$ cat src/sv/ncps_pkg.sv
package ncps_pkg;

  // default sample width of the spectrum bins
  localparam int SAMPLE_WIDTH_DEF = 16;
  // magnitudes are brought below 2^NORM_BITS before squaring
  localparam int NORM_BITS = 30;
  // result width and quotient bits (result magnitude is at most 2^14)
  localparam int OUT_W  = 16;
  localparam int Q_BITS = 15;
  // stage counts of the square root and divider pipelines
  localparam int ROOT_STAGES = NORM_BITS + 1;
  localparam int DIV_STAGES  = Q_BITS + 1;

  // per-bin flags that travel with the data
  typedef struct packed {
    logic neg_re;
    logic neg_im;
    logic zero;
    logic frame_end;
  } ncps_flags_t;

  // flags plus the normalized part magnitudes
  typedef struct packed {
    ncps_flags_t            flags;
    logic [NORM_BITS-1:0]   mag_re;
    logic [NORM_BITS-1:0]   mag_im;
  } ncps_side_t;

endpackage

$ cat src/sv/ncps_div.sv
module ncps_div
  import ncps_pkg::*;
(
  input  logic               clk,
  input  logic               rst,
  input  logic               en,
  input  logic               in_valid,
  input  logic [NORM_BITS:0] root,
  input  ncps_side_t         in_side,
  output logic               out_valid,
  output logic [Q_BITS-1:0]  q_re,
  output logic [Q_BITS-1:0]  q_im,
  output ncps_flags_t        out_flags
);

  localparam int NW = NORM_BITS + Q_BITS + 1;
  localparam int DW = NORM_BITS + 2;

  // prep stage: numerator = mag * 2^15 + root, divisor = 2 * root
  logic [NW-1:0] num_re0;
  logic [NW-1:0] num_im0;
  logic [DW-1:0] den0;
  logic          v0;
  ncps_flags_t   flags0;

  always_ff @(posedge clk) begin
    if (rst) begin
      v0 <= 1'b0;
    end else if (en) begin
      v0 <= in_valid;
    end
  end

  always_ff @(posedge clk) begin
    if (en) begin
      num_re0 <= {1'b0, in_side.mag_re, {Q_BITS{1'b0}}} + NW'(root);
      num_im0 <= {1'b0, in_side.mag_im, {Q_BITS{1'b0}}} + NW'(root);
      den0    <= {root, 1'b0};
      flags0  <= in_side.flags;
    end
  end

  logic [NW-1:0]     rem_re [Q_BITS];
  logic [NW-1:0]     rem_im [Q_BITS];
  logic [Q_BITS-1:0] quo_re [Q_BITS];
  logic [Q_BITS-1:0] quo_im [Q_BITS];
  logic [DW-1:0]     den    [Q_BITS];
  logic              v      [Q_BITS];
  ncps_flags_t       flags  [Q_BITS];

  // restoring division, one quotient bit per stage for both parts
  for (genvar s = 0; s < Q_BITS; s++) begin : g_stage
    localparam int J = Q_BITS - 1 - s;
    logic [NW-1:0]     r_re_in;
    logic [NW-1:0]     r_im_in;
    logic [Q_BITS-1:0] q_re_in;
    logic [Q_BITS-1:0] q_im_in;
    logic [DW-1:0]     d_in;
    logic              v_in;
    ncps_flags_t       f_in;
    logic [NW-1:0]     d_sh;

    if (s == 0) begin : g_first
      assign r_re_in = num_re0;
      assign r_im_in = num_im0;
      assign q_re_in = '0;
      assign q_im_in = '0;
      assign d_in    = den0;
      assign v_in    = v0;
      assign f_in    = flags0;
    end else begin : g_next
      assign r_re_in = rem_re[s-1];
      assign r_im_in = rem_im[s-1];
      assign q_re_in = quo_re[s-1];
      assign q_im_in = quo_im[s-1];
      assign d_in    = den[s-1];
      assign v_in    = v[s-1];
      assign f_in    = flags[s-1];
    end

    assign d_sh = NW'(d_in) << J;

    always_ff @(posedge clk) begin
      if (rst) begin
        v[s] <= 1'b0;
      end else if (en) begin
        v[s] <= v_in;
      end
    end

    always_ff @(posedge clk) begin
      if (en) begin
        den[s]   <= d_in;
        flags[s] <= f_in;
        if (r_re_in >= d_sh) begin
          rem_re[s] <= r_re_in - d_sh;
          quo_re[s] <= q_re_in | (Q_BITS'(1) << J);
        end else begin
          rem_re[s] <= r_re_in;
          quo_re[s] <= q_re_in;
        end
        if (r_im_in >= d_sh) begin
          rem_im[s] <= r_im_in - d_sh;
          quo_im[s] <= q_im_in | (Q_BITS'(1) << J);
        end else begin
          rem_im[s] <= r_im_in;
          quo_im[s] <= q_im_in;
        end
      end
    end
  end

  assign out_valid = v[Q_BITS-1];
  assign q_re      = quo_re[Q_BITS-1];
  assign q_im      = quo_im[Q_BITS-1];
  assign out_flags = flags[Q_BITS-1];

endmodule

$ cat config.mk
export PLATFORM = sky130hd
export DESIGN_NAME = ncps_div
export DESIGN_NICKNAME = d
export VERILOG_FILES = /design/src/sv/ncps_pkg.sv /design/src/sv/ncps_div.sv
export SDC_FILE = /design/constraint.sdc
export NUM_CORES = 2
export LEC_CHECK = 0
export BUFFER_PORTS_ARGS = -buffer_cell sky130_fd_sc_hd__buf_2
export CORE_MARGIN = 10
export CORE_UTILIZATION = 45
export CTS_BUF_LIST = sky130_fd_sc_hd__clkbuf_8
export CTS_CLUSTER_DIAMETER = 40
export DETAILED_ROUTE_END_ITERATION = 7
export MAX_ROUTING_LAYER = met4
export PLACE_DENSITY = 0.63
export SYNTH_ARGS = -nofsm -noshare
export SYNTH_HDL_FRONTEND = slang
export SYNTH_SLANG_ARGS = --single-unit
$ cat constraint.sdc
create_clock -name clk -period 7.3 [get_ports clk]
set_input_delay 0.73 -clock clk [delete_from_list [all_inputs] [get_ports clk]]
set_output_delay 0.73 -clock clk [all_outputs]
set_load 0.05 [all_outputs]
==> Word level (Yosys, flattened, before mapping) <==
Memories as Yosys holds them, arrays and structs flattened.
Index checks and enable logic that the tools add are counted.
{ "op_classes": {"addsub": 32, "mul": 0, "div": 0, "n_lt_le_gt_ge": 30, "eq_ne": 0, "shifts": 0, "mux": 261, "bitwise_logic": 75, "n_reduce_logical": 0} }
{ "op_table": {"columns": ["op", "count"], "rows": [
  ["2-to-1 mux 46 bit", 30],
  ["2-to-1 mux 15 bit", 30],
  ["2-to-1 mux 1 bit", 201],
  ["adder 45 x 31 -> 46 bit", 2],
  ["greater-or-equal comparator 46 x 32 -> 1 bit", 2],
  ["greater-or-equal comparator 46 x 33 -> 1 bit", 2],
  ["greater-or-equal comparator 46 x 34 -> 1 bit", 2],
  ["greater-or-equal comparator 46 x 35 -> 1 bit", 2],
  ["greater-or-equal comparator 46 x 36 -> 1 bit", 2],
  ["greater-or-equal comparator 46 x 37 -> 1 bit", 2],
  ["greater-or-equal comparator 46 x 38 -> 1 bit", 2],
  ["greater-or-equal comparator 46 x 39 -> 1 bit", 2],
  ["greater-or-equal comparator 46 x 40 -> 1 bit", 2],
  ["greater-or-equal comparator 46 x 41 -> 1 bit", 2],
  ["greater-or-equal comparator 46 x 42 -> 1 bit", 2],
  ["greater-or-equal comparator 46 x 43 -> 1 bit", 2],
  ["greater-or-equal comparator 46 x 44 -> 1 bit", 2],
  ["greater-or-equal comparator 46 x 45 -> 1 bit", 2],
  ["greater-or-equal comparator 46 bit", 2],
  ["subtractor 46 x 32 -> 46 bit", 2],
  ["subtractor 46 x 33 -> 46 bit", 2],
  ["subtractor 46 x 34 -> 46 bit", 2],
  ["subtractor 46 x 35 -> 46 bit", 2],
  ["subtractor 46 x 36 -> 46 bit", 2],
  ["11 further kinds", 95]
]} }
{ "word_totals": {"reg_bits": 128, "latchBits": 0, "ram_bits": 2385, "rom_bits": 0, "in_bits": 99, "out_inout_bits": 35, "memories": 7} }
{ "mem_list": {"columns": ["name", "words", "width", "read_ports", "rd_clocked_by_memory_dff", "wr", "line", "text"], "rows": [
  ["rem_im", 15, 46, 14, 0, 15, "ncps_div.sv:44", "logic [NW-1:0] rem_im [Q_BITS];"],
  ["rem_re", 15, 46, 14, 0, 15, "ncps_div.sv:43", "logic [NW-1:0] rem_re [Q_BITS];"],
  ["den", 15, 32, 14, 0, 15, "ncps_div.sv:47", "logic [DW-1:0] den [Q_BITS];"],
  ["quo_im", 15, 15, 15, 0, 15, "ncps_div.sv:46", "logic [Q_BITS-1:0] quo_im [Q_BITS];"],
  ["quo_re", 15, 15, 15, 0, 15, "ncps_div.sv:45", "logic [Q_BITS-1:0] quo_re [Q_BITS];"],
  ["flags", 15, 4, 15, 0, 15, "ncps_div.sv:49", "ncps_flags_t flags [Q_BITS];"],
  ["+1 memories", null, null, null, null, null, null, null]
]} }

==> Longest topological paths before layout <==
An unclocked memory read counts as a cell.
{ "logic_depth": {"depth_word": 6, "depth_mapped": 19, "depth_no_buf": 16} }

==> Worst setup path after synthesis <==
Ideal clock, no wire load.
{ "synth_timing": {"kind": "in2reg", "startpoint": "input port en", "endpoint": "memory quo_im[13][1] (netlist: quo_im[1][76]), enable pin", "setup_ns": 0.439, "t_arrival_ns": 3.713, "t_required_ns": 6.861, "setup_slack_ns": 3.148, "cell_stages": 6, "path_cell_list": "clkbuf_1 > clkbuf_1 > clkbuf_1 > clkbuf_1 > clkbuf_1 > clkbuf_1"} }
{ "synth_rtl": {"columns": ["item", "line", "text"], "rows": [
  ["start, declared", "ncps_div.sv:6", "input logic en,"],
  ["end, declared", "ncps_div.sv:46", null]
]} }

==> impl_metrics.yaml <==
placement:
  io_buffers: 133
  place.gp.congestion: 0.9993
  dpl.hpwl_um: 308000
  dp_cells: 15320
final_layout:
  area_delta_synth_final_pct: 11.85
  fillers: 25040
  fin_cells: 16190
  nets: 13190
  final_core_util_pct: 50.59
  layout-drive-gt1-share_pct: 9.601
synth:
  synth_common_cells: "2,134 x edfxtp_1, 1,000 x a21oi_1, 968 x nand2_1"
  synthAdderAreaFrac_pct: 10.00
  synth_area_leaders: "edfxtp_1 51%, ha_1 9.5%, a21oi_1 4.0%, xnor2_1 3.9%, o21ai_0 3.4%"
  synthMostInstantiatedCell: "edfxtp_1"
  synth-simple-area-share_pct: 11.88
  synth.net_count: 12770
  synth_compound_area_share_pct: 15.71
  yosys.area.top_type: "edfxtp_1"
  synth-xor-area-share_pct: 6.618
  synthCells: 11680
  synth_edf_count: 2134
  ys_warn_count: 0
  synth-seq-cells: 2135
  avgSynthCellArea_sq_um: 10.82
  synth_flop_cell: "edfxtp_1"
  ys_async_sr_fraction_pct: 0
  synthDistinctLibCells: 104
  netlist_area_sq_mm: 0.1264
  synth_top_family_by_area: "compound AO/OA/AOI/OAI gates"
  synthMuxAreaShare_pct: 1.876
  synth_top_area_share_pct: 50.71
  ys_seq_area_share_pct: 50.72
outcome:
  status: "finished clean"
die:
  die_area_sq_mm: 0.3024
  die_h_um: 549.9
  core_area_sq_mm: 0.2794
  row_count: 194
  initial_core_util_pct: 45.23
  die_w_um: 549.9
  top_level_ports: 134
critical_path:
  crit_required_ns: 8.14
  cp_slowest_cell: "a221oi_1"
  worstSetupEndpointType: "register"
  cp_max_fo: 51
  critPathMaxStageDelay_ns: 1.01
  cpLargestDelayFamily: "compound AO/OA/AOI/OAI gates"
  path_buf_inv: 3
  crit_type: "reg -> reg"
  path_cells: "inv_1, ha_1, inv_1, fa_1, a21o_1, a21oi_1, nor2_1, o31ai_1, a2bb2oi_1, o21ai_1, a221oi_1, a211oi_1, nor2_1, o21ai_4, buf_4, mux2_2"
  worstSetupStartpointType: "register"
  crit_arrival_ns: 6.65
timing:
  max-slew-margin-rel_pct: 3.823
  fin_crit_sh_pct: 79.61
  setup_viol: 0
  grt_setup_unrepaired: "no"
  hold_viol: 0
  tightest_slew_ns: 1.424
  setup_tns_ns: 0
  skew_ns: 0.1202
  fmax_mhz: 172.1
  fin_crit_ns: 5.812
  slew_violations: 0
global_route:
  grt_pass1_vias: 95900
  use_met3_pct: 2.701
  grtUsageTotal_pct: 25.45
  grt_max_degree: 173
  grt.overflow.total: 0
  met2_usage_pct: 49.02
  antenna_found_initial: 8
  grt.met1_usage_pct: 22.29
  grt_pass1_wl_um: 570800
  top_usage_layer: "met2"
route:
  drtAntennaViolNets: 0
  wl_um: 383300
  drtIter0Drc: 4837
  firstDrtPassIters: 5
  wl_per_cell_um: 23.67
  vias_per_cell: 5.593
  drc: 0
  via_count: 90580
power_and_ir_drop:
  total_power_mw: 58.39
  p_leak_nw: 55.87
  vdd_ir_drop_max_mv: 0.1996
  power_density_mw_per_mm2: 413.1
clocking:
  cts_sinks: 2135
  tritoncts: "done"
  cts-htree-levels: 5
  clock_latency_ns: 1.12
  clockBufferDepth: 4
  cts.reportedPaths.clkPinSlew_ns: 0.06
  cts-root-buf: "clkbuf_8"
  cts_setup_buffers: 0
  cts_made_buffers: 423
flow_run:
  max-cap-violations: 0
worst_hold_path:
  worstHoldPathType: "in -> reg"
-- cell families (layout without fill, tap and decap cells) --
logic type / Yosys count / after routing
AO/OA/AOI/OAI: 3224 / 3224
AND/OR/NAND/NOR: 3105 / 3105
flip-flops: 2135 / 2135
buffers and inverters: 1055 / 1824
adder cells (fa/ha/maj): 992 / 992
XOR/XNOR: 955 / 955
multiplexers: 212 / 212
other: 0 / 23
-- power breakdown --
group          internal [mW]  switching [mW]
Clock                   7.07            5.52
Sequential              18.2            2.26
Combinational           10.3            15.0
Total                   35.6            22.8
-- tightest hold or removal path, stage by stage --
cell	delay [ns]
buf_2	0.08
ha_1	0.19
xnor2_1	0.14
-- per-stage QoR --
stage / cell area (sq um) / setup WS, ns / hold WS, ns
2_1_floorplan: 126400 / 3.148 / 0.4003
3_3_place_gp: 131600 / 1.569 / 0.4004
3_5_place_dp: 131600 / 1.557 / 0.4045
4_1_cts: 141300 / 1.501 / 0.01172
5_1_grt: 141300 / 1.333 / 0.09492
6_report: 141300 / 1.488 / 0.1266
-- final cells by class --
cell class              count  area (sq um)  share of cell area (%)
repair buffers            322          2466                   1.745
flip-flops and latches   2135         64100                   45.35
well taps                3724          4659                   3.296
clock buffers             432          5946                   4.206
inverters                 728          2733                   1.933
clock inverters           342          2922                   2.067
diodes                     23         57.56                 0.04072
multi-input cells        8488         58460                   41.36
-- worst paths after layout --
check / startpoint / cells past startpoint / slack [ns] / end
max: rem_im[0][14] / 16 / 1.49 / rem_im[0][66]
min: in_side[40] / 3 / 0.13 / g_stage[0].r_re_in[25]
max reg2reg: rem_im[0][14] / 16 / 1.49 / rem_im[0][66]
min reg2reg: quo_re[1][65] / 0 / 0.41 / quo_re[1][80]
-- layout by cell type, fill, tap and decap left out, drive strengths merged, types with 390 or more instances in the layout --
cell    count
a21oi    1001
a21o      539
edfxtp   2134
inv       835
xor2      390
nor2      774
xnor2     565
clkbuf    432
o21ai     882
ha        962
nand2     968
-- registers in the layout, summed over array words and instances (netlist names) --
signal           flops
flags               60
quo_re             120
rem_re             644
quo_im             120
g_stage.v_in         1
v                   15
den0                16
flags0               4
rem_im             644
den                434
g_stage.r_im_in     31
g_stage.r_re_in     46
-- per-layer routing --
metal  vias to the layer above  part of all wire (%)
met5                         -                     0
met4                         0                   9.6
met3                      1088                   2.8
met2                      2212                    55
met1                     43060                    33
li1                      44220                     -
-- what timing repair did --
action / CTS / global route
hold endpoints to repair: 70 / 0
resized for setup: 0 / 0
endpoints found under the setup margin: 0 / 0
hold buffers: 80 / 0
Power figures use the tool's default switching activity.
